[src/sv/spp_pkg.sv]
// ----------------------------------------------------------------------------
// Slot pool package
// Shared widths, operation and status codes and the slot index mapping.
// ----------------------------------------------------------------------------
package spp_pkg;

    // Number of link entries held in each link store.
    localparam int SLOTS = 256;

    // Fixed widths of the beat fields and of the limit register.
    localparam int SLOT_W   = 8;
    localparam int LIMIT_W  = 9;
    localparam int ADDR_W   = $clog2(SLOTS);

    // The limit in force never exceeds the store depth nor the slot field range.
    localparam int LIMIT_CAP = (SLOTS < (1 << SLOT_W)) ? SLOTS : (1 << SLOT_W);

    typedef logic [SLOT_W-1:0]  slot_t;
    typedef logic [ADDR_W-1:0]  addr_t;
    typedef logic [LIMIT_W-1:0] limit_t;
    typedef logic [1:0]         op_t;
    typedef logic [1:0]         status_t;

    localparam op_t OP_ADD    = 2'd0;
    localparam op_t OP_FREE   = 2'd1;
    localparam op_t OP_UNLINK = 2'd2;
    localparam op_t OP_READ   = 2'd3;

    localparam status_t ST_OK   = 2'd0;
    localparam status_t ST_FULL = 2'd1;
    localparam status_t ST_HEAD = 2'd2;

    localparam limit_t SLOT_LIMIT_RESET = limit_t'(256);

    // Maps a slot number onto a store address; slots beyond the store fold to the head.
    function automatic addr_t ix(input slot_t i);
        addr_t a;
        a = '0;
        if (32'(i) < SLOTS)
        begin
            a = addr_t'(i);
        end
        return a;
    endfunction

endpackage

[src/sv/spp_ram.sv]
// ----------------------------------------------------------------------------
// Generic RAM
// One write port and one read port, read data registered.
// ----------------------------------------------------------------------------
module spp_ram #(
    parameter int WIDTH = 8,
    parameter int DEPTH = 256
) (
    input  logic                     clk,
    input  logic                     we,
    input  logic [$clog2(DEPTH)-1:0] waddr,
    input  logic [WIDTH-1:0]         wdata,
    input  logic [$clog2(DEPTH)-1:0] raddr,
    output logic [WIDTH-1:0]         rdata
);

    logic [WIDTH-1:0] mem [DEPTH];
    logic [WIDTH-1:0] rdata_reg;

    always_ff @(posedge clk)
    begin
        if (we)
        begin
            mem[waddr] <= wdata;
        end
        rdata_reg <= mem[raddr];
    end

    assign rdata = rdata_reg;

endmodule

[src/sv/slot_pool_with_linked_list.sv]
// ----------------------------------------------------------------------------
// Slot pool with linked list
// Free list allocator with a circular doubly linked active list headed by slot 0.
// ----------------------------------------------------------------------------
// From the accepted input beat, refused, ignored or head reads go straight to the
// done state; reads and unlinks pass the read state, adds and frees the read and second write states.
// One item is in flight at a time; a new beat is taken the cycle after the result
// is loaded, which waits while a stalled result holds the output register. The second write
// state serves the two writes that an add or a free makes into the same link RAM. Reset clears
// the control state and the head links at once; the link RAMs are not cleared and need no clearing pass.
module slot_pool_with_linked_list (
    input  logic                  clk,
    input  logic                  rst_n,
    input  logic                  cfg_we,
    input  spp_pkg::limit_t       cfg_data,
    input  logic                  in_valid,
    output logic                  in_stall,
    input  spp_pkg::op_t          operation,
    input  spp_pkg::slot_t        slot,
    output logic                  out_valid,
    input  logic                  out_stall,
    output spp_pkg::slot_t        slot_out,
    output spp_pkg::status_t      status
);

    localparam logic [1:0] S_IDLE = 2'd0;
    localparam logic [1:0] S_RD   = 2'd1;
    localparam logic [1:0] S_W2   = 2'd2;
    localparam logic [1:0] S_DONE = 2'd3;

    localparam logic [2:0] P_NONE     = 3'd0;
    localparam logic [2:0] P_ADD_FREE = 3'd1;
    localparam logic [2:0] P_ADD_BUMP = 3'd2;
    localparam logic [2:0] P_READ     = 3'd3;
    localparam logic [2:0] P_UNLINK   = 3'd4;
    localparam logic [2:0] P_FREE     = 3'd5;

    logic [1:0]         state_reg, state_next;
    logic [2:0]         plan_reg, plan_next;
    spp_pkg::slot_t     item_slot_reg, item_slot_next;
    spp_pkg::slot_t     res_reg, res_next;
    spp_pkg::status_t   sts_reg, sts_next;
    spp_pkg::slot_t     out_slot_reg, out_slot_next;
    spp_pkg::status_t   out_status_reg, out_status_next;
    logic               out_valid_reg, out_valid_next;
    spp_pkg::limit_t    slot_limit_reg, slot_limit_next;
    spp_pkg::limit_t    bump_mark_reg, bump_mark_next;
    spp_pkg::slot_t     free_top_reg, free_top_next;
    logic               free_nonempty_reg, free_nonempty_next;
    spp_pkg::slot_t     head_fwd_reg, head_fwd_next;
    spp_pkg::slot_t     head_bwd_reg, head_bwd_next;

    logic               fwd_we, bwd_we;
    spp_pkg::addr_t     fwd_waddr, bwd_waddr, fwd_raddr, bwd_raddr;
    spp_pkg::slot_t     fwd_wdata, bwd_wdata, fwd_rdata, bwd_rdata;
    spp_pkg::limit_t    limit_now;
    logic               in_use;

    // Entry 0 of each link store lives in the head registers; the RAMs hold the rest.
    spp_ram #(.WIDTH(spp_pkg::SLOT_W), .DEPTH(spp_pkg::SLOTS)) u_fwd_ram (
        .clk   (clk),
        .we    (fwd_we),
        .waddr (fwd_waddr),
        .wdata (fwd_wdata),
        .raddr (fwd_raddr),
        .rdata (fwd_rdata)
    );

    spp_ram #(.WIDTH(spp_pkg::SLOT_W), .DEPTH(spp_pkg::SLOTS)) u_bwd_ram (
        .clk   (clk),
        .we    (bwd_we),
        .waddr (bwd_waddr),
        .wdata (bwd_wdata),
        .raddr (bwd_raddr),
        .rdata (bwd_rdata)
    );

    assign limit_now = (slot_limit_reg > spp_pkg::limit_t'(spp_pkg::LIMIT_CAP))
                     ? spp_pkg::limit_t'(spp_pkg::LIMIT_CAP) : slot_limit_reg;
    assign in_use    = ({1'b0, slot} < bump_mark_reg);

    assign in_stall  = (state_reg != S_IDLE);
    assign fwd_raddr = (operation == spp_pkg::OP_ADD) ? spp_pkg::ix(free_top_reg)
                                                       : spp_pkg::ix(slot);
    assign bwd_raddr = spp_pkg::ix(slot);

    always_comb
    begin
        state_next         = state_reg;
        plan_next          = plan_reg;
        item_slot_next     = item_slot_reg;
        res_next           = res_reg;
        sts_next           = sts_reg;
        out_slot_next      = out_slot_reg;
        out_status_next    = out_status_reg;
        out_valid_next     = out_valid_reg && out_stall;
        slot_limit_next    = cfg_we ? cfg_data : slot_limit_reg;
        bump_mark_next     = bump_mark_reg;
        free_top_next      = free_top_reg;
        free_nonempty_next = free_nonempty_reg;
        head_fwd_next      = head_fwd_reg;
        head_bwd_next      = head_bwd_reg;
        fwd_we             = 1'b0;
        fwd_waddr          = '0;
        fwd_wdata          = '0;
        bwd_we             = 1'b0;
        bwd_waddr          = '0;
        bwd_wdata          = '0;

        case (state_reg)
            S_IDLE:
            begin
                if (in_valid)
                begin
                    item_slot_next = slot;
                    res_next       = '0;
                    sts_next       = spp_pkg::ST_OK;
                    plan_next      = P_NONE;
                    state_next     = S_DONE;
                    case (operation)
                        spp_pkg::OP_ADD:
                        begin
                            if (free_nonempty_reg)
                            begin
                                plan_next      = P_ADD_FREE;
                                item_slot_next = free_top_reg;
                                state_next     = S_RD;
                            end
                            else if (bump_mark_reg < limit_now)
                            begin
                                plan_next      = P_ADD_BUMP;
                                item_slot_next = bump_mark_reg[spp_pkg::SLOT_W-1:0];
                                bump_mark_next = bump_mark_reg + spp_pkg::limit_t'(1);
                                state_next     = S_RD;
                            end
                            else
                            begin
                                sts_next = spp_pkg::ST_FULL;
                            end
                        end
                        spp_pkg::OP_READ:
                        begin
                            if (in_use)
                            begin
                                if (spp_pkg::ix(slot) == '0)
                                begin
                                    res_next = head_fwd_reg;
                                end
                                else
                                begin
                                    plan_next  = P_READ;
                                    state_next = S_RD;
                                end
                            end
                        end
                        default:
                        begin
                            if (slot == '0)
                            begin
                                sts_next = spp_pkg::ST_HEAD;
                            end
                            else if (in_use)
                            begin
                                plan_next  = (operation == spp_pkg::OP_FREE) ? P_FREE : P_UNLINK;
                                state_next = S_RD;
                            end
                        end
                    endcase
                end
            end

            S_RD:
            begin
                state_next = S_DONE;
                case (plan_reg)
                    P_ADD_FREE, P_ADD_BUMP:
                    begin
                        if (plan_reg == P_ADD_FREE)
                        begin
                            free_top_next      = fwd_rdata;
                            free_nonempty_next = (fwd_rdata != '0);
                        end
                        // New slot points forward at the old first slot, which points back.
                        fwd_we    = 1'b1;
                        fwd_waddr = spp_pkg::ix(item_slot_reg);
                        fwd_wdata = head_fwd_reg;
                        if (spp_pkg::ix(head_fwd_reg) == '0)
                        begin
                            head_bwd_next = item_slot_reg;
                        end
                        else
                        begin
                            bwd_we    = 1'b1;
                            bwd_waddr = spp_pkg::ix(head_fwd_reg);
                            bwd_wdata = item_slot_reg;
                        end
                        res_next   = item_slot_reg;
                        state_next = S_W2;
                    end
                    P_READ:
                    begin
                        res_next = fwd_rdata;
                    end
                    P_UNLINK, P_FREE:
                    begin
                        if (spp_pkg::ix(fwd_rdata) == '0)
                        begin
                            head_bwd_next = bwd_rdata;
                        end
                        else
                        begin
                            bwd_we    = 1'b1;
                            bwd_waddr = spp_pkg::ix(fwd_rdata);
                            bwd_wdata = bwd_rdata;
                        end
                        if (spp_pkg::ix(bwd_rdata) == '0)
                        begin
                            head_fwd_next = fwd_rdata;
                        end
                        else
                        begin
                            fwd_we    = 1'b1;
                            fwd_waddr = spp_pkg::ix(bwd_rdata);
                            fwd_wdata = fwd_rdata;
                        end
                        if (plan_reg == P_FREE)
                        begin
                            state_next = S_W2;
                        end
                    end
                    default:
                    begin
                        state_next = S_DONE;
                    end
                endcase
            end

            S_W2:
            begin
                state_next = S_DONE;
                if (plan_reg == P_FREE)
                begin
                    // Push the freed slot; its forward link chains the free list.
                    fwd_we             = 1'b1;
                    fwd_waddr          = spp_pkg::ix(item_slot_reg);
                    fwd_wdata          = free_nonempty_reg ? free_top_reg : '0;
                    free_top_next      = item_slot_reg;
                    free_nonempty_next = 1'b1;
                end
                else
                begin
                    bwd_we        = 1'b1;
                    bwd_waddr     = spp_pkg::ix(item_slot_reg);
                    bwd_wdata     = '0;
                    head_fwd_next = item_slot_reg;
                end
            end

            S_DONE:
            begin
                if (!(out_valid_reg && out_stall))
                begin
                    out_valid_next  = 1'b1;
                    out_slot_next   = res_reg;
                    out_status_next = sts_reg;
                    state_next      = S_IDLE;
                end
            end

            default:
            begin
                state_next = S_IDLE;
            end
        endcase
    end

    always_ff @(posedge clk or negedge rst_n)
    begin
        if (!rst_n)
        begin
            state_reg         <= S_IDLE;
            plan_reg          <= P_NONE;
            out_valid_reg     <= 1'b0;
            slot_limit_reg    <= spp_pkg::SLOT_LIMIT_RESET;
            bump_mark_reg     <= spp_pkg::limit_t'(1);
            free_top_reg      <= '0;
            free_nonempty_reg <= 1'b0;
            head_fwd_reg      <= '0;
            head_bwd_reg      <= '0;
        end
        else
        begin
            state_reg         <= state_next;
            plan_reg          <= plan_next;
            out_valid_reg     <= out_valid_next;
            slot_limit_reg    <= slot_limit_next;
            bump_mark_reg     <= bump_mark_next;
            free_top_reg      <= free_top_next;
            free_nonempty_reg <= free_nonempty_next;
            head_fwd_reg      <= head_fwd_next;
            head_bwd_reg      <= head_bwd_next;
        end
    end

    always_ff @(posedge clk)
    begin
        item_slot_reg  <= item_slot_next;
        res_reg        <= res_next;
        sts_reg        <= sts_next;
        out_slot_reg   <= out_slot_next;
        out_status_reg <= out_status_next;
    end

    assign out_valid = out_valid_reg;
    assign slot_out  = out_slot_reg;
    assign status    = out_status_reg;

    // A non-empty free list never has the head slot on top.
    assert property (@(posedge clk) disable iff (!rst_n)
        free_nonempty_reg |-> (free_top_reg != '0))
        else $error("free list top is the head slot");

    // The bump mark stays between the first usable slot and the store depth.
    assert property (@(posedge clk) disable iff (!rst_n)
        (bump_mark_reg != '0) && (32'(bump_mark_reg) <= spp_pkg::SLOTS))
        else $error("bump mark out of range");

    // Entry 0 is held in registers, so neither RAM is ever written there.
    assert property (@(posedge clk) disable iff (!rst_n)
        (fwd_we |-> (fwd_waddr != '0)) and (bwd_we |-> (bwd_waddr != '0)))
        else $error("link RAM write to the head entry");

    // A finished item is presented as soon as the output register is free.
    assert property (@(posedge clk) disable iff (!rst_n)
        ((state_reg == S_DONE) && !(out_valid_reg && out_stall)) |=>
            (out_valid_reg && (state_reg == S_IDLE)))
        else $error("result not loaded into the output register");

    // Only the bump path of an add moves the bump mark, and by exactly one.
    assert property (@(posedge clk) disable iff (!rst_n)
        (bump_mark_reg != $past(bump_mark_reg)) |->
            (bump_mark_reg == $past(bump_mark_reg) + spp_pkg::limit_t'(1)))
        else $error("bump mark moved by other than one");

endmodule

[config.mk]
export PLATFORM = sky130hd
export DESIGN_NAME = slot_pool_with_linked_list
export DESIGN_NICKNAME = d
export VERILOG_FILES = /design/src/sv/spp_pkg.sv /design/src/sv/spp_ram.sv /design/src/sv/slot_pool_with_linked_list.sv
export SDC_FILE = /design/constraint.sdc
export NUM_CORES = 2
export LEC_CHECK = 0
export BUFFER_PORTS_ARGS = -buffer_cell sky130_fd_sc_hd__buf_2
export CAP_MARGIN = 25
export CELL_PAD_IN_SITES_DETAIL_PLACEMENT = 1
export CELL_PAD_IN_SITES_GLOBAL_PLACEMENT = 1
export CORE_AREA = 2 2 551 553
export DETAILED_ROUTE_END_ITERATION = 6
export DIE_AREA = 0 0 553 555
export PLACE_DENSITY_LB_ADDON = 0.1
export SYNTH_ARGS = -nofsm -noshare
export SYNTH_HDL_FRONTEND = slang
export SYNTH_SLANG_ARGS = --single-unit
[constraint.sdc]
create_clock -name clk -period 10.5 [get_ports clk]
set_input_delay 1.05 -clock clk [delete_from_list [all_inputs] [get_ports clk]]
set_output_delay 1.05 -clock clk [all_outputs]
set_load 0.03 [all_outputs]
==> flow_summary.ini <==
[run_status]
status = complete, no violations

[worst_setup_path]
startpoint_type = input port
crit_fanout = 86
path_delay_family = buffers and inverters
cp.arrival_ns = 7.07
cp_num_buf_inv = 6
critPathKind = input port to flop
cp_cell_sequence = buf_2, inv_1, ha_2, buf_4, mux2i_4, buf_16, buf_12, buf_4, mux4_2, a2111oi_0, nor3_1, nor4_1, o22ai_1, or3_1
critPathMostFrequentCell = buf_4
slowest_stage = mux2i_4
max_stage_delay_ns = 0.75
worstSetupEndpointType = flop
worstPathRequired_ns = 11.34

[clock_tree]
h-tree-depth = 5
clockBufferDepth = 4
numCtsBuffers = 423
ctsResizeCount = 0
clkSinkCount = 4181
cts_root_buffer = clkbuf_16
post_cts_buffers = 0
tritoncts = built
clkTransAtPathRegs_ns = 0.06
clkLatencyLatePin_ns = 0.98

[synth]
synthArstFlopShare_pct = 0.981
ys.flop_type = edfxtp_1
ys_seq_elements = 4181
synthAdderAreaFrac_pct = 0.174
synth_top_family_by_area = multiplexers
synth-compound-area-share_pct = 3.52
syn-instance-count = 9173
ys_types = 72
syn_avg_cell_area_um2 = 18.0
ys_seq_area_share_pct = 75.8
synth_edf_count = 4124
synth_fp_nets = 9220
synth_mux_area_share_pct = 12.9
synth_area_um2 = 165000
synthSimpleGateAreaFrac_pct = 5.81
synthXorXnorAreaFrac_pct = 0.0478
synth_warnings = 0

[timing]
setup_tns_ns = 0
tightest_slew_ns = 1.36
fmax_mhz = 160
slew_violations = 0
rsz0062_at_grt = no
hold_violations = 0
slew_headroom_pct = 9.24
skew_ns = 0.0558
setup_viol = 0
post-route-min-period_ns = 6.23
fin_ws_ns = 4.27
fin_crit_sh_pct = 59.3

[pwr]
p_per_area_nw_per_um2 = 218
power_leakage_nw = 58.8
irDropWorstVdd_mv = 0.160

[grt]
grt_first_pass_wirelength_mm = 682
grt-ovfl-total = 0
grt_pass1_vias = 93052
antenna_found_initial = 15
track_usage_pct = 30.8
grt_max_degree = 257

[floorplan]
pin_count = 36
rows = 202
die_h_um = 555
core_area_um2 = 301000
die_area_um2 = 307000
die_x_um = 553
initial_core_util_pct = 54.8

[detailed_routing]
drt-wirelength-per-cell_um = 34.9
wl_met3_mm = 34.5
wl_met2_mm = 232
firstDrtPassIters = 5
drc_errors = 0
ant_nets = 0
drt_iter0_markers = 10506
wl_met1_mm = 190
via_count = 90045
dr.max_layer_used = met5
finalWirelength_mm = 475
viasPerCell = 6.61

[placed_design]
post-dp-hpwl_mm = 280
io_buffer_count = 35
gp_congestion = 0.847
pre_cts_ws_ns = 3.42

[layout]
fin_nets = 9348
top_regs = u_bwd_ram.mem x2048, u_fwd_ram.mem x2048
syn_to_final_growth_pct = 11.4
final_layout_size_suffix_gt1_share_pct = 18.1

[run]
drv_cap = 0

[hold_path]
hold_class = input port to flop
[report_power, final]
group | switching [W] | internal (W) | total (W) | leakage, nW
sequential | 0.000295 | 0.0193 | 0.0196 | 37.6
combinational | 0.00414 | 0.00141 | 0.00555 | 14.5
clock | 0.00646 | 0.00848 | 0.0149 | 6.63
total | 0.0109 | 0.0292 | 0.0401 | 58.8
[timing repair]
item | in CTS | in global routing
hold endpoints to repair | 0 | 3
hold buffers | 0 | 1
endpoints found under the setup margin | 0 | 0
[worst reg2reg max path: stages (launching register included)]
cell      delay (ns)
dfrtp_1         0.96
nor3b_1         0.11
buf_4           0.23
and2_1          0.17
o21ai_0         0.35
a21boi_0        0.22
a21oi_1         0.43
nand3_1         0.85
or3b_2          0.76
buf_4           0.32
nor2_1          0.88
[Yosys cell counts, types with 7 or more instances]
| cell type | n | area share, % |
|---|---|---|
| edfxtp_1 | 4124 | 75 |
| nand2_1 | 1164 | 2.6 |
| mux4_2 | 780 | 11 |
| nor2_1 | 585 | 1.3 |
| mux2i_1 | 337 | 2.0 |
| a21oi_1 | 333 | 1.0 |
| nand3_1 | 304 | 0.92 |
| clkbuf_1 | 253 | 0.58 |
| buf_2 | 167 | 0.51 |
| o21ai_0 | 140 | 0.42 |
| o221ai_1 | 99 | 0.53 |
| nor3_1 | 95 | 0.29 |
| buf_1 | 82 | 0.19 |
| o22ai_1 | 77 | 0.29 |
| buf_4 | 50 | 0.23 |
| a311oi_1 | 46 | 0.24 |
| a22oi_1 | 45 | 0.20 |
| a31oi_1 | 45 | 0.17 |
| a2111oi_0 | 43 | 0.23 |
| dfrtp_1 | 39 | 0.59 |
| nand4_1 | 35 | 0.13 |
| nor4_1 | 33 | 0.13 |
| inv_1 | 31 | 0.070 |
| buf_6 | 26 | 0.18 |
| and3_1 | 24 | 0.091 |
| ha_1 | 23 | 0.17 |
| mux2_2 | 21 | 0.14 |
| and2_1 | 18 | 0.068 |
| dfxtp_1 | 16 | 0.19 |
| nor2b_1 | 11 | 0.042 |
| o31ai_1 | 10 | 0.045 |
| xnor2_1 | 9 | 0.048 |
| a21o_1 | 8 | 0.036 |
| a32o_1 | 7 | 0.042 |
| or3b_2 | 7 | 0.037 |
[metal layers]
metal | GRT usage, % | vias to the layer above
met5 | 0 | -
li1 | - | 36801
met1 | 43.2 | 48371
met2 | 49.8 | 4026
met4 | 11.7 | 14
met3 | 4.21 | 833
[placed cells by master (no fill, tap or decap), types with 11 or more instances in the layout]
| master | instances |
|---|---|
| nand4_1 | 35 |
| nor3_1 | 95 |
| buf_4 | 184 |
| o21ai_0 | 137 |
| clkbuf_1 | 87 |
| inv_1 | 31 |
| clkinv_1 | 82 |
| nor4_1 | 29 |
| nand2_2 | 12 |
| dfxtp_1 | 16 |
| buf_2 | 33 |
| a21oi_1 | 333 |
| a31oi_1 | 45 |
| nand2_1 | 1152 |
| mux2i_1 | 332 |
| a2111oi_0 | 43 |
| clkbuf_16 | 428 |
| nor2_1 | 576 |
| ha_1 | 22 |
| buf_16 | 16 |
| dfrtp_1 | 39 |
| mux4_2 | 780 |
| edfxtp_1 | 4124 |
| a22oi_1 | 45 |
| buf_12 | 23 |
| mux2_2 | 19 |
| a311oi_1 | 46 |
| clkbuf_8 | 12 |
| buf_6 | 20 |
| and3_1 | 24 |
| o221ai_1 | 99 |
| bufinv_16 | 37 |
| clkinv_2 | 74 |
| and2_1 | 11 |
| o22ai_1 | 77 |
| nand3_1 | 301 |
| clkinvlp_4 | 13 |
[cell type report]
| class | instances | area [um2] |
|---|---|---|
| Sequential cell | 4181 | 125000 |
| Fill cell | 25664 | 117000 |
| Multi-Input combinational cell | 4381 | 37300 |
| Clock buffer | 527 | 11200 |
| Tap cell | 3978 | 4980 |
| Timing Repair Buffer | 282 | 2760 |
| Clock inverter | 236 | 2390 |
| Inverter | 32 | 120 |
| Antenna cell | 10 | 25.0 |
[per-stage QoR]
stage	hold slack [ns]	cells	cell area (um2)	total power [W]	utilization [%]
3_3_place_gp	0.410	12793	169000	0.0252	56.2
4_1_cts	0.205	13591	183000	0.0401	60.9
5_1_grt	0.273	13621	184000	0.0411	61.1
6_report	0.299	13627	184000	0.0401	61.1
3_5_place_dp	0.411	12828	170000	0.0254	56.4
2_1_floorplan	0.400	9173	165000	0.0231	-
[kinds of logic (layout without fill, tap and decap cells)]
kind of cell    after synthesis  after routing
xor+xnor                      9              9
simple gates               2303           2303
buf+inv                     611           1077
flops                      4181           4181
other cells                   0             10
compound gates              906            906
mux                        1140           1140
fa+ha+maj                    23             23
[path summary, 6_finish.rpt]
kind	from	endpoint	slack, ns	cells after the start
max in group asynchronous	rst_n	bump_mark_reg[0]	9.53	3
worst max register to register	plan_reg[2]	u_fwd_ram.mem[144][2]	4.85	10
worst min register to register	res_reg[2]	slot_out[2]	0.38	0
min in group asynchronous	rst_n	slot_limit_reg[6]	0.43	2
worst min-delay path	cfg_data[2]	slot_limit_reg[2]	0.30	2
worst max-delay path	operation[1]	u_fwd_ram.rdata[6]	4.27	14
Note: power is estimated with default switching activity, not from simulation.
